===== src/rtl/brld_pkg.sv =====
// Shared constants and types for the byte run-length decoder.
// No dependencies; used by brld_ctrl, brld_datapath and the core.
`timescale 1ns / 1ps

package brld_pkg;

  localparam int BYTE_W  = 8;
  localparam int COUNT_W = 7;

  localparam logic [BYTE_W-1:0] LITERAL_MAX = 8'd191;
  localparam logic [BYTE_W-1:0] MARKER_MIN  = 8'd192;

  localparam logic [COUNT_W-1:0] COUNT_ONE = 7'd1;

  typedef struct packed {
    logic load_count;
    logic emit_literal;
    logic emit_first;
    logic emit_repeat;
    logic emit_error;
  } cmd_t;

  typedef struct packed {
    logic out_free;
    logic is_marker;
    logic count_one;
  } status_t;

endpackage


===== src/rtl/brld_datapath.sv =====
// Datapath: run count, held run byte and the output register.
// Depends on brld_pkg; driven by commands from brld_ctrl.
`timescale 1ns / 1ps

module brld_datapath (
  input  logic                        clk,
  input  logic                        rst,
  input  brld_pkg::cmd_t              cmd,
  output brld_pkg::status_t           status,
  input  logic [brld_pkg::BYTE_W-1:0] in_byte,
  output logic                        out_valid,
  input  logic                        out_ready,
  output logic [brld_pkg::BYTE_W-1:0] out_byte,
  output logic                        out_last,
  output logic                        out_err
);

  logic [brld_pkg::COUNT_W-1:0] count;
  logic [brld_pkg::BYTE_W-1:0]  run_byte;
  logic [brld_pkg::BYTE_W-1:0]  count_diff;
  logic                         emit_any;

  assign count_diff = in_byte - brld_pkg::LITERAL_MAX;
  assign emit_any   = cmd.emit_literal | cmd.emit_first | cmd.emit_repeat | cmd.emit_error;

  assign status.out_free  = ~out_valid | out_ready;
  assign status.is_marker = in_byte >= brld_pkg::MARKER_MIN;
  assign status.count_one = count == brld_pkg::COUNT_ONE;

  always_ff @(posedge clk) begin
    if (rst) begin
      out_valid <= 1'b0;
    end else if (emit_any) begin
      out_valid <= 1'b1;
    end else if (out_ready) begin
      out_valid <= 1'b0;
    end
  end

  always_ff @(posedge clk) begin
    if (cmd.load_count) begin
      count <= count_diff[brld_pkg::COUNT_W-1:0];
    end else if (cmd.emit_first || cmd.emit_repeat) begin
      count <= count - brld_pkg::COUNT_ONE;
    end
    if (cmd.emit_first) begin
      run_byte <= in_byte;
    end
    if (cmd.emit_literal) begin
      out_byte <= in_byte;
      out_last <= 1'b1;
      out_err  <= 1'b0;
    end else if (cmd.emit_first) begin
      out_byte <= in_byte;
      out_last <= status.count_one;
      out_err  <= 1'b0;
    end else if (cmd.emit_repeat) begin
      out_byte <= run_byte;
      out_last <= status.count_one;
      out_err  <= 1'b0;
    end else if (cmd.emit_error) begin
      out_byte <= '0;
      out_last <= 1'b1;
      out_err  <= 1'b1;
    end
  end

endmodule


===== src/rtl/brld_ctrl.sv =====
// Controller: tracks idle, marker seen and run repeat phases.
// Depends on brld_pkg; issues commands to brld_datapath.
`timescale 1ns / 1ps

module brld_ctrl (
  input  logic                clk,
  input  logic                rst,
  input  logic                in_valid,
  output logic                in_ready,
  input  logic                in_eos,
  input  brld_pkg::status_t   status,
  output brld_pkg::cmd_t      cmd
);

  typedef enum logic [1:0] {
    ST_IDLE,
    ST_MARKED,
    ST_REPEAT
  } state_t;

  state_t state;
  state_t state_next;
  logic   take;

  assign in_ready = (state != ST_REPEAT) && status.out_free;
  assign take     = in_valid && in_ready;

  always_comb begin
    cmd        = '0;
    state_next = state;
    case (state)
      ST_IDLE: begin
        if (take) begin
          if (status.is_marker && in_eos) begin
            cmd.emit_error = 1'b1;
          end else if (status.is_marker) begin
            cmd.load_count = 1'b1;
            state_next     = ST_MARKED;
          end else begin
            cmd.emit_literal = 1'b1;
          end
        end
      end
      ST_MARKED: begin
        if (take) begin
          cmd.emit_first = 1'b1;
          state_next     = status.count_one ? ST_IDLE : ST_REPEAT;
        end
      end
      ST_REPEAT: begin
        if (status.out_free) begin
          cmd.emit_repeat = 1'b1;
          if (status.count_one) begin
            state_next = ST_IDLE;
          end
        end
      end
      default: begin
        state_next = ST_IDLE;
      end
    endcase
  end

  always_ff @(posedge clk) begin
    if (rst) begin
      state <= ST_IDLE;
    end else begin
      state <= state_next;
    end
  end

endmodule


===== src/rtl/byte_run_length_decoder_core.sv =====
// Byte run-length decoder core: the result is registered and shows in the cycle after the input transfer.
// A literal or error gives one result; a marker gives nothing and loads the count;
// the run byte after it gives count copies while the input is held, one copy per cycle while the output is free.
// Throughput is one result per cycle while m_tready is high, bound by the single output register.
// Reset (rst, synchronous) returns to idle with no pending run and no result.
// Depends on brld_pkg, brld_ctrl and brld_datapath.
`timescale 1ns / 1ps

module byte_run_length_decoder_core (
  input  logic       clk,
  input  logic       rst,
  input  logic       s_tvalid,
  output logic       s_tready,
  input  logic [7:0] s_tdata,   // [7:0] data_byte
  input  logic       s_tlast,   // end_of_stream
  output logic       m_tvalid,
  input  logic       m_tready,
  output logic [7:0] m_tdata,   // [7:0] out_byte
  output logic       m_tlast,   // last_of_run
  output logic       m_tuser    // [0] truncated_error
);

  brld_pkg::cmd_t    cmd;
  brld_pkg::status_t status;

  brld_ctrl u_ctrl (
    .clk      (clk),
    .rst      (rst),
    .in_valid (s_tvalid),
    .in_ready (s_tready),
    .in_eos   (s_tlast),
    .status   (status),
    .cmd      (cmd)
  );

  brld_datapath u_datapath (
    .clk       (clk),
    .rst       (rst),
    .cmd       (cmd),
    .status    (status),
    .in_byte   (s_tdata),
    .out_valid (m_tvalid),
    .out_ready (m_tready),
    .out_byte  (m_tdata),
    .out_last  (m_tlast),
    .out_err   (m_tuser)
  );

endmodule

===== config.mk =====
export PLATFORM = sky130hd
export DESIGN_NAME = byte_run_length_decoder_core
export DESIGN_NICKNAME = d
export VERILOG_FILES = /design/src/rtl/brld_pkg.sv /design/src/rtl/brld_datapath.sv /design/src/rtl/brld_ctrl.sv /design/src/rtl/byte_run_length_decoder_core.sv
export SDC_FILE = /design/constraint.sdc
export NUM_CORES = 1
export LEC_CHECK = 0
export ABC_AREA = 1
export BUFFER_PORTS_ARGS = -buffer_cell sky130_fd_sc_hd__buf_2
export CORE_ASPECT_RATIO = 1.2
export CORE_MARGIN = 1.5
export CORE_UTILIZATION = 55
export CTS_BUF_LIST = sky130_fd_sc_hd__clkbuf_2
export CTS_CLUSTER_DIAMETER = 80
export DETAILED_ROUTE_END_ITERATION = 6
export PLACE_DENSITY = 0.76
export SLEW_MARGIN = 20
export SYNTH_ARGS = -nofsm -noshare
export SYNTH_HDL_FRONTEND = slang
export SYNTH_HIERARCHICAL = 1
export SYNTH_SLANG_ARGS = --single-unit

===== constraint.sdc =====
create_clock -name clk -period 2.1 [get_ports clk]
set_clock_uncertainty 0.1 [all_clocks]
set_input_delay 0.315 -clock clk [delete_from_list [all_inputs] [get_ports clk]]
set_output_delay 0.315 -clock clk [all_outputs]
set_load 0.005 [all_outputs]

=== Yosys cells after proc, flatten, opt, wreduce, memory -nomap -nowiden ===
Index checks and enable logic that the tools add are counted.

* Flip-flop bits (word level): 28
* Bits in latches: 0
* RAM bits: 0
* ROM bits: 0
* Input port bits: 13
* Output and inout bits: 12
* Logic and storage cells: 67
* Memories: 0

* $add $sub $neg: 2
* Multiply operators: 0
* Div/mod/pow operators: 0
* $lt $le $gt $ge: 1
* Eq/ne operators: 10
* Shifts and indexed selects: 0
* Mux-type cells: 31
* Bitwise operators: 5
* Reduce and logical (&&, ||, !) cells: 11

{| class="wikitable"
|+ Operators with widths
! operator !! number
|-
| $mux W8 || 4
|-
| $mux W2 || 10
|-
| $mux W1 || 14
|-
| $mux W7 || 2
|-
| $ne A2 B1 Y1 const B || 5
|-
| $ge A8 B8 Y1 const B || 1
|-
| $eq A7 B1 Y1 const B || 1
|-
| $sub A7 B1 Y7 const B || 1
|-
| $sub A7 B6 Y7 const B || 1
|-
| $pmux W2 S3 || 1
|-
| $reduce_and A6 Y1 || 1
|-
| $ne A2 B2 Y1 const B || 2
|-
| $or A1 B1 Y1 || 4
|-
| $reduce_bool A2 Y1 || 2
|-
| $reduce_bool A4 Y1 || 1
|-
| $logic_and A1 B1 Y1 || 3
|-
| $reduce_bool A3 Y1 || 1
|-
| $reduce_or A3 Y1 || 1
|-
| $eq A2 B1 Y1 const B || 1
|-
| $eq A2 B2 Y1 const B || 1
|-
| $logic_not A2 Y1 || 1
|-
| $logic_or A1 B1 Y1 || 1
|-
| $not A1 Y1 || 1
|}

=== Depth between registers and ports, before layout ===
Gate-level depths: netlist of run 1.

* Depth after elaboration: 10
* Depth in mapped cells: 11
* Depth with buffers taken out: 11

=== Hierarchy ===
The synthesis of run 1 kept the hierarchy.

{| class="wikitable"
|+ By module, submodules not included
! module !! times used !! cells each !! area each (µm²) !! seq. area each (µm²)
|-
| brld_datapath || 1 || 138 || 1330.0 || 750.7
|-
| brld_ctrl || 1 || 36 || 196.4 || 40.0
|}

=== Worst setup path before layout of run 1 ===
No wires, ideal clock.

* Path kind: register to register
* Start: register u_datapath.out_valid
* End: register u_datapath/count[0] in the netlist's numbering (enable)
* Library setup time: 0.323 ns
* Data arrival time: 1.272 ns
* Required time: 1.677 ns
* Slack: 0.405 ns
* Cell stages (with the launch flop): 10
* Path buffers: 0
* Clock period less this slack: 1.695 ns
* Cell sequence: dfxtp_1 -> inv_1 -> nor2_1 -> inv_1 -> nand3_4 -> inv_1 -> nand2_1 -> inv_1 -> nor2_1 -> nand2_1

{| class="wikitable"
|+ RTL lines
! what !! line !! source
|-
| from (decl) || brld_datapath.sv:11 || <nowiki>output logic out_valid,</nowiki>
|-
| from (signal assigned) || brld_datapath.sv:32 || <nowiki>out_valid <= 1'b0;</nowiki>
|-
| from (signal assigned) || brld_datapath.sv:34 || <nowiki>out_valid <= 1'b1;</nowiki>
|-
| from (signal assigned) || brld_datapath.sv:36 || <nowiki>out_valid <= 1'b0;</nowiki>
|-
| to (signal assigned) || brld_datapath.sv:42 || <nowiki>count <= count_diff[brld_pkg::COUNT_W-1:0];</nowiki>
|-
| to (signal assigned) || brld_datapath.sv:44 || <nowiki>count <= count - brld_pkg::COUNT_ONE;</nowiki>
|-
| to (decl) || brld_datapath.sv:18 || <nowiki>logic [brld_pkg::COUNT_W-1:0] count;</nowiki>
|}

==> qor.txt, run 1 <==
=======================================================================================
Area grow syn2layout                                                              13.7%
Power density relative to cell area                                          558 nW/um2
Final estimated routing congestion in global placement                            0.814
Sum of negative setup slack                                                        0 ns
Final hold violation count                                                            0
Die height                                                                      60.7 um
Dominant combinational cell family by area after synthesis                 simple AND/OR/NAND/NOR gates
I/O Pins                                                                             25
Data arrival at the endpoint of the critical path                               1.85 ns
Most frequent cells after synthesis                                        nand2_1, inv_1, nor2_1, edfxtp_1, nand3_1
Fraction of synthesis flops using an asynchronous set or reset pin                   0%
Die Wd                                                                          51.1 um
Clock period minus final worst setup slack                                      1.80 ns
Vias in the first global route                                                    1,172
Number of violations reported at the end of detailed-routing iteration 0             18
Final critical-path setup slack                                                0.300 ns
Antenna fix cells                                                                     0
Relative slew slack                                                               79.9%
Total routing resource utilization after global routing                           21.4%
Worst supply voltage drop on vdd                                               0.345 mV
Most common cell in the synthesized netlist                                     nand2_1
XOR/XNOR share of the synthesized area                                            1.15%
PortBufs                                                                             24
Cell types occupying the most area after synthesis                         edfxtp_1, nand2_1, inv_1
Required time at the worst-slack endpoint                                       2.15 ns
Length in cells of the worst reg-to-reg path                                         11
Slew at the pin with the worst max-slew slack                                  0.301 ns
Number of H-tree branching levels                                                     1
Total power                                                                    0.968 mW
Row Count                                                                            20
Worst Setup Slack post-DPL                                                     0.275 ns
Netlist cell types                                                                   25
Clock tree buffer depth                                                               2
# setup viols final                                                                   0
Count of TritonRoute iterations in the first routing pass                             4
Routed wire length per instance                                                 12.2 um
Adder-Cell Fraction of Synth Area                                                 2.46%
HPWL Detailed                                                                   2.34 mm
Skew-Pair Late Insertion Delay                                                  0.34 ns
Effective utilization at floorplan                                                59.2%
Antenna violation net count after detailed routing                                    0
Average size of a mapped cell                                                  8.77 um2
Share of the yosys chip area belonging to registers                               51.8%
Number of instances resized during post-cts repair                                    0
Number of nets in the final layout                                                  224
Dominant register cell in the synthesized netlist                              edfxtp_1
Die Outline Area                                                               3100 um2
Depth of the worst hold-timing path                                                   1
Number of antenna violations at the first check in global routing                     0
Number of fill cells in the layout                                                  226
Layout cell share with drive strength beyond 1                                    24.2%
Final Instance Area                                                            1740 um2
Top cell type by total area after synthesis                                    edfxtp_1
EDFF count, synth                                                                    23
Fraction of the mapped netlist area in compound gates                             8.28%
Routed WL                                                                       2.93 mm
Area fraction of the dominant cell type after synthesis                           45.2%
Number of register bits inferred by synthesis                                        28
Clock tree root buffer cell                                                    clkbuf_2
Pin count of the biggest net entering global routing                                 16
FMAX                                                                            555 MHz
Final global-route overflow total                                                     0
RSZ-0062 raised after global routing                                              false
Post-synth net total                                                                190
Critical path type                                                           reg -> reg
Via-to-Cell Ratio                                                                  5.17
Critical path launch point type                                               flip-flop
First-pass GRT wire length                                                      4.93 mm
TritonCTS clock tree                                                                yes
Static Leakage                                                                 0.810 nW
Total core area                                                                2580 um2
Hold path start                                                              s_tdata[7]
Synth Instances                                                                     174
Core utilization of the finished layout                                           67.3%
Number of clock sinks                                                                28
Vias                                                                              1,241
Worst setup path startpoint                                                u_datapath/out_valid
Run status                                                                    completed
Buffers inserted during post-CTS setup optimization                                   0
Post-detailed-route DRC marker count                                                  0
Yosys warns                                                                           6
Kind of end point of the critical path                                        flip-flop
Share of synthesized cell area in and, or, nand and nor gates                     27.7%
Post-DP Area                                                                   1710 um2
Clock transition at the registers of the reported paths                         0.24 ns
Tcrit/Tclk final                                                                  85.7%
Multiplexer share of the synthesized area                                            0%
Netlist Area Pre-Place                                                         1530 um2
Total CTS buffers                                                                     3
Hold/Removal Path Class                                                       in -> reg
Startpoint of the worst register-to-register path                          u_datapath/out_valid
Final count of pins violating max slew                                                0
Max-cap viol count                                                                    0
Largest fanout on the critical path                                                  10
=======================================================================================
[per-layer routing]
metal	part of all wire, %	up-vias	routed length [um]	track usage (%)
li1	-	633	-	-
met1	42	565	1230	25.9
met2	51	37	1490	38.4
met3	5.3	6	155	2.46
met4	1.8	0	53	10.4
met5	0	-	0	0
[kinds of logic after synthesis]
logic type	after synthesis
simple gates	90
compound gates	21
fa+ha+maj	3
flops	28
xor+xnor	2
buf+inv	30
[metrics by stage]
step,hold WS [ns],cells
CTS,0.0429,240
global placement,0.375,235
finish,0.0555,240
detailed placement,0.389,235
floorplan,0.277,174
global route,0.0369,240
[power by group]
group	switching [mW]	internal [mW]	total, mW
combinational	0.0853	0.0549	0.140
sequential	0.00866	0.629	0.638
clock	0.149	0.0414	0.190
[cell usage in the layout, fill, tap and decap left out]
master | synthesis | final
nand3_2 | 5 | 5
ha_1 | 3 | 3
inv_2 | 1 | 1
o21ai_0 | 10 | 10
o21ai_1 | 2 | 2
nor2_1 | 24 | 24
o21bai_1 | 1 | 1
nand2_2 | 3 | 3
dfxtp_1 | 5 | 5
edfxtp_1 | 23 | 23
nand2_1 | 39 | 39
nand3_1 | 14 | 14
nor2_2 | 1 | 1
xnor2_1 | 1 | 1
clkinv_1 | 0 | 1
nor2_4 | 1 | 1
inv_1 | 27 | 27
buf_4 | 0 | 6
nand4_1 | 1 | 1
o21ai_2 | 4 | 4
nor4_1 | 1 | 1
xor2_1 | 1 | 1
a21oi_2 | 1 | 1
a21oi_1 | 3 | 3
nand3_4 | 1 | 1
clkbuf_2 | 0 | 3
buf_2 | 0 | 24
dlygate4sd3_1 | 0 | 1
[registers in the layout, indices dropped and copies added, names as in the netlist]
| signal | count |
|---|---|
| u_ctrl/state | 2 |
| u_datapath/count | 7 |
| u_datapath/out_byte | 8 |
| u_datapath/out_err | 1 |
| u_datapath/out_last | 1 |
| u_datapath/out_valid | 1 |
| u_datapath/run_byte | 8 |
[cell type report]
type,count,area (um2),area share (%)
clock buffers,3,15.0,0.865
clock inverters,1,3.75,0.216
inverters,28,105,6.06
multi-input cells,116,604,34.8
flip-flops and latches,28,791,45.6
well taps,33,41.3,2.38
repair buffers,31,175,10.1
[final timing paths]
| check | endpoint | slack [ns] |
|---|---|---|
| worst min-delay path | u_datapath/run_byte[7] | 0.06 |
| worst max-delay path | u_datapath/out_byte[4] | 0.30 |
| worst max register to register | u_datapath/out_byte[4] | 0.30 |
| worst min register to register | u_datapath/out_last | 0.41 |
[repair_timing]
item                                    CTS  global route
hold buffers                              1             0
hold endpoints to repair                  1             0
endpoints found under the setup margin    0             0
[critical path: stages (launching register included)]
cell     delay, ns
dfxtp_1       0.36
inv_1         0.05
nor2_1        0.04
inv_1         0.12
nand3_4       0.10
inv_1         0.07
nand2_1       0.06
nor2_1        0.26
nor2_4        0.09
buf_4         0.20
nand3_1       0.10
o21ai_2       0.05
Power figures use the tool's default switching activity.
==> run 2, diff against run 1 <==
==> constraint.sdc (replaced) <==
create_clock -name clk -period 2.1 [get_ports clk]
set_clock_uncertainty 0.1 [all_clocks]
set_input_delay 0.21 -clock clk [delete_from_list [all_inputs] [get_ports clk]]
set_output_delay 0.21 -clock clk [all_outputs]
set_load 0.005 [all_outputs]
==> qor.txt, run 2 (same netlist as run 1, synthesis figures left out) <==
=======================================================================================
Commonest cells after routing, fill and taps aside                         nand2_1, inv_1, buf_2, nor2_1, edfxtp_1
Number of nets in the final layout                                                  231   +3.1%
Hold/Removal Path Class                                                       in -> reg
Routed WL                                                                       3.00 mm   +2.2%
HPWL Detailed                                                                   2.22 mm   -4.9%
Met1 Resource Use GR                                                              25.7%   -0.12 points
Die Wd                                                                          51.1 um   unchanged
Clock tree buffer depth                                                               2   unchanged
Final Instance Area                                                            1830 um2   +5.7%
Number of clock sinks                                                                28   unchanged
Run status                                                                    completed
Number of antenna violations at the first check in global routing                     0   unchanged
Required time at the worst-slack endpoint                                       2.04 ns   -0.11 ns
Tcrit/Tclk final                                                                  88.1%   +2.4 points
Sum of negative setup slack                                                        0 ns   unchanged
Effective utilization at floorplan                                                59.2%   unchanged
Critical path type                                                            in -> reg
Slew at the pin with the worst max-slew slack                                  0.343 ns   +0.0419 ns
Antenna fix cells                                                                     0   unchanged
Global routing usage on met3                                                      2.46%   unchanged
Slowest CP cell                                                            dlygate4sd3_1
Length in cells of the worst reg-to-reg path                                         11   unchanged
FMAX                                                                            540 MHz   -2.7%
Layer with the highest usage after global routing                                  met2
Worst supply voltage drop on vdd                                               0.357 mV   +3.5%
Total CTS buffers                                                                     3   unchanged
Row Count                                                                            20   unchanged
Fraction of met2 tracks used by global routing                                    38.0%   -0.37 points
Critical path, cell by cell                                                dlygate4sd3_1, buf_2, nand2_1, inv_1, nand2_1, nor2_2, nand2_2, inv_1, inv_1, nand2_1
Count of TritonRoute iterations in the first routing pass                             4   unchanged
Post-detailed-route DRC marker count                                                  0   unchanged
I/O Pins                                                                             25   unchanged
Largest fanout on the critical path                                                   8   -2
Final count of pins violating max slew                                                0   unchanged
First-pass GRT wire length                                                      4.82 mm   -2.2%
Number of H-tree branching levels                                                     1   unchanged
Buffers inserted during post-CTS setup optimization                                   0   unchanged
Routed wire length per instance                                                 12.1 um   -0.65%
Clock tree root buffer cell                                                    clkbuf_2
# setup viols final                                                                   0   unchanged
Area grow syn2layout                                                              20.2%
Clock period minus final worst setup slack                                      1.85 ns   +0.0500 ns
Via-to-Cell Ratio                                                                  5.12   -1.0%
Static Leakage                                                                 0.852 nW   +5.2%
Most frequent standard cell in the layout excluding fill and tap cells          nand2_1
Final global-route overflow total                                                     0   unchanged
Total routing resource utilization after global routing                           20.9%   -0.52 points
Skew-Pair Late Insertion Delay                                                  0.37 ns   +0.03 ns
Depth of the worst hold-timing path                                                   4   +3
Post-DP Area                                                                   1700 um2   -0.44%
Antenna violation net count after detailed routing                                    0   unchanged
Max-cap viol count                                                                    0   unchanged
Kind of end point of the critical path                                        flip-flop
Vias in the first global route                                                    1,186   +1.2%
Biggest registers after layout                                             u_datapath/out_byte (8), u_datapath/run_byte (8), u_datapath/count (7)
Number of violations reported at the end of detailed-routing iteration 0             26   +8
Final hold violation count                                                            0   unchanged
Layout cell share with drive strength beyond 1                                    23.4%   -0.79 points
Vias                                                                              1,264   +1.9%
Die height                                                                      60.7 um   unchanged
TritonCTS clock tree                                                                yes
Clock transition at the registers of the reported paths                         0.29 ns   +0.05 ns
PortBufs                                                                             24   unchanged
Die Outline Area                                                               3100 um2   unchanged
Data arrival at the endpoint of the critical path                               1.79 ns   -0.06 ns
Critical path launch point type                                               input pin
CP max stage delay                                                              0.53 ns   +0.17 ns
Power density relative to cell area                                          606 nW/um2   +8.5%
Pin count of the biggest net entering global routing                                 17   +1
Relative slew slack                                                               77.1%   -2.8 points
RSZ-0062 raised after global routing                                              false
Total core area                                                                2580 um2   unchanged
Final estimated routing congestion in global placement                            0.792   -2.7%
=======================================================================================
==> run 2: cell types whose count changed in the layout (fill, tap and decap cells not counted) <==
cell           previous run  this run
clkinv_1                  1         0
bufinv_16                 0         1
dlygate4sd3_1             1         9
buf_4                     6         5
==> run 2: worst paths after layout <==
path                                            from  slack [ns]                      to
worst min register to register   u_datapath/out_last        0.41     u_datapath/out_last
worst min-delay path                        m_tready       0.009    u_datapath/out_valid
worst max register to register  u_datapath/out_valid        0.29  u_datapath/out_byte[0]
worst max-delay path                      s_tdata[7]        0.25     u_datapath/count[5]
==> run 2: layer usage <==
| layer | vias up | part of all wire, % |
|---|---|---|
| met5 | - | 0 |
| met4 | 0 | 0.97 |
| met1 | 581 | 45 |
| li1 | 646 | - |
| met3 | 4 | 4.1 |
| met2 | 33 | 49 |
==> run 2: layout make-up <==
class	instances	area [um2]
clock buffer	3	15.0
clock inverter	1	30.0
fill	202	743
inverter	28	105
multi-input combinational	116	604
sequential	28	791
tap	33	41.3
timing repair buffer	38	248
==> run 2: per-stage QoR <==
stage	utilization, %	worst slack, ns	power, mW	hold WS [ns]	instances
after global placement	65.9	0.433	0.784	0.304	234
final	71.2	0.249	1.11	0.00908	247
after floorplan	-	0.405	0.732	0.172	174
after CTS	71.2	0.260	1.11	0.0151	247
after global routing	71.2	0.144	1.16	0.00762	247
after detailed placement	65.9	0.371	0.787	0.306	234
==> run 2: repair_timing <==
| action | CTS | global route |
|---|---|---|
| hold buffers | 9 | 0 |
| endpoints found under the hold margin | 11 | 0 |
| resized for setup | 0 | 0 |
==> run 2: where the power goes <==
group	total, mW	switching (mW)	internal, mW
registers	0.638	0.00876	0.629
clock network	0.321	0.157	0.164
logic	0.151	0.0874	0.0640
total	1.11	0.254	0.857
==> run 2: critical path: cells and delay by family <==
kind | cells | cell delay (ns)
AND/OR/NAND/NOR | 5 | 0.64
buffers and inverters | 5 | 0.94
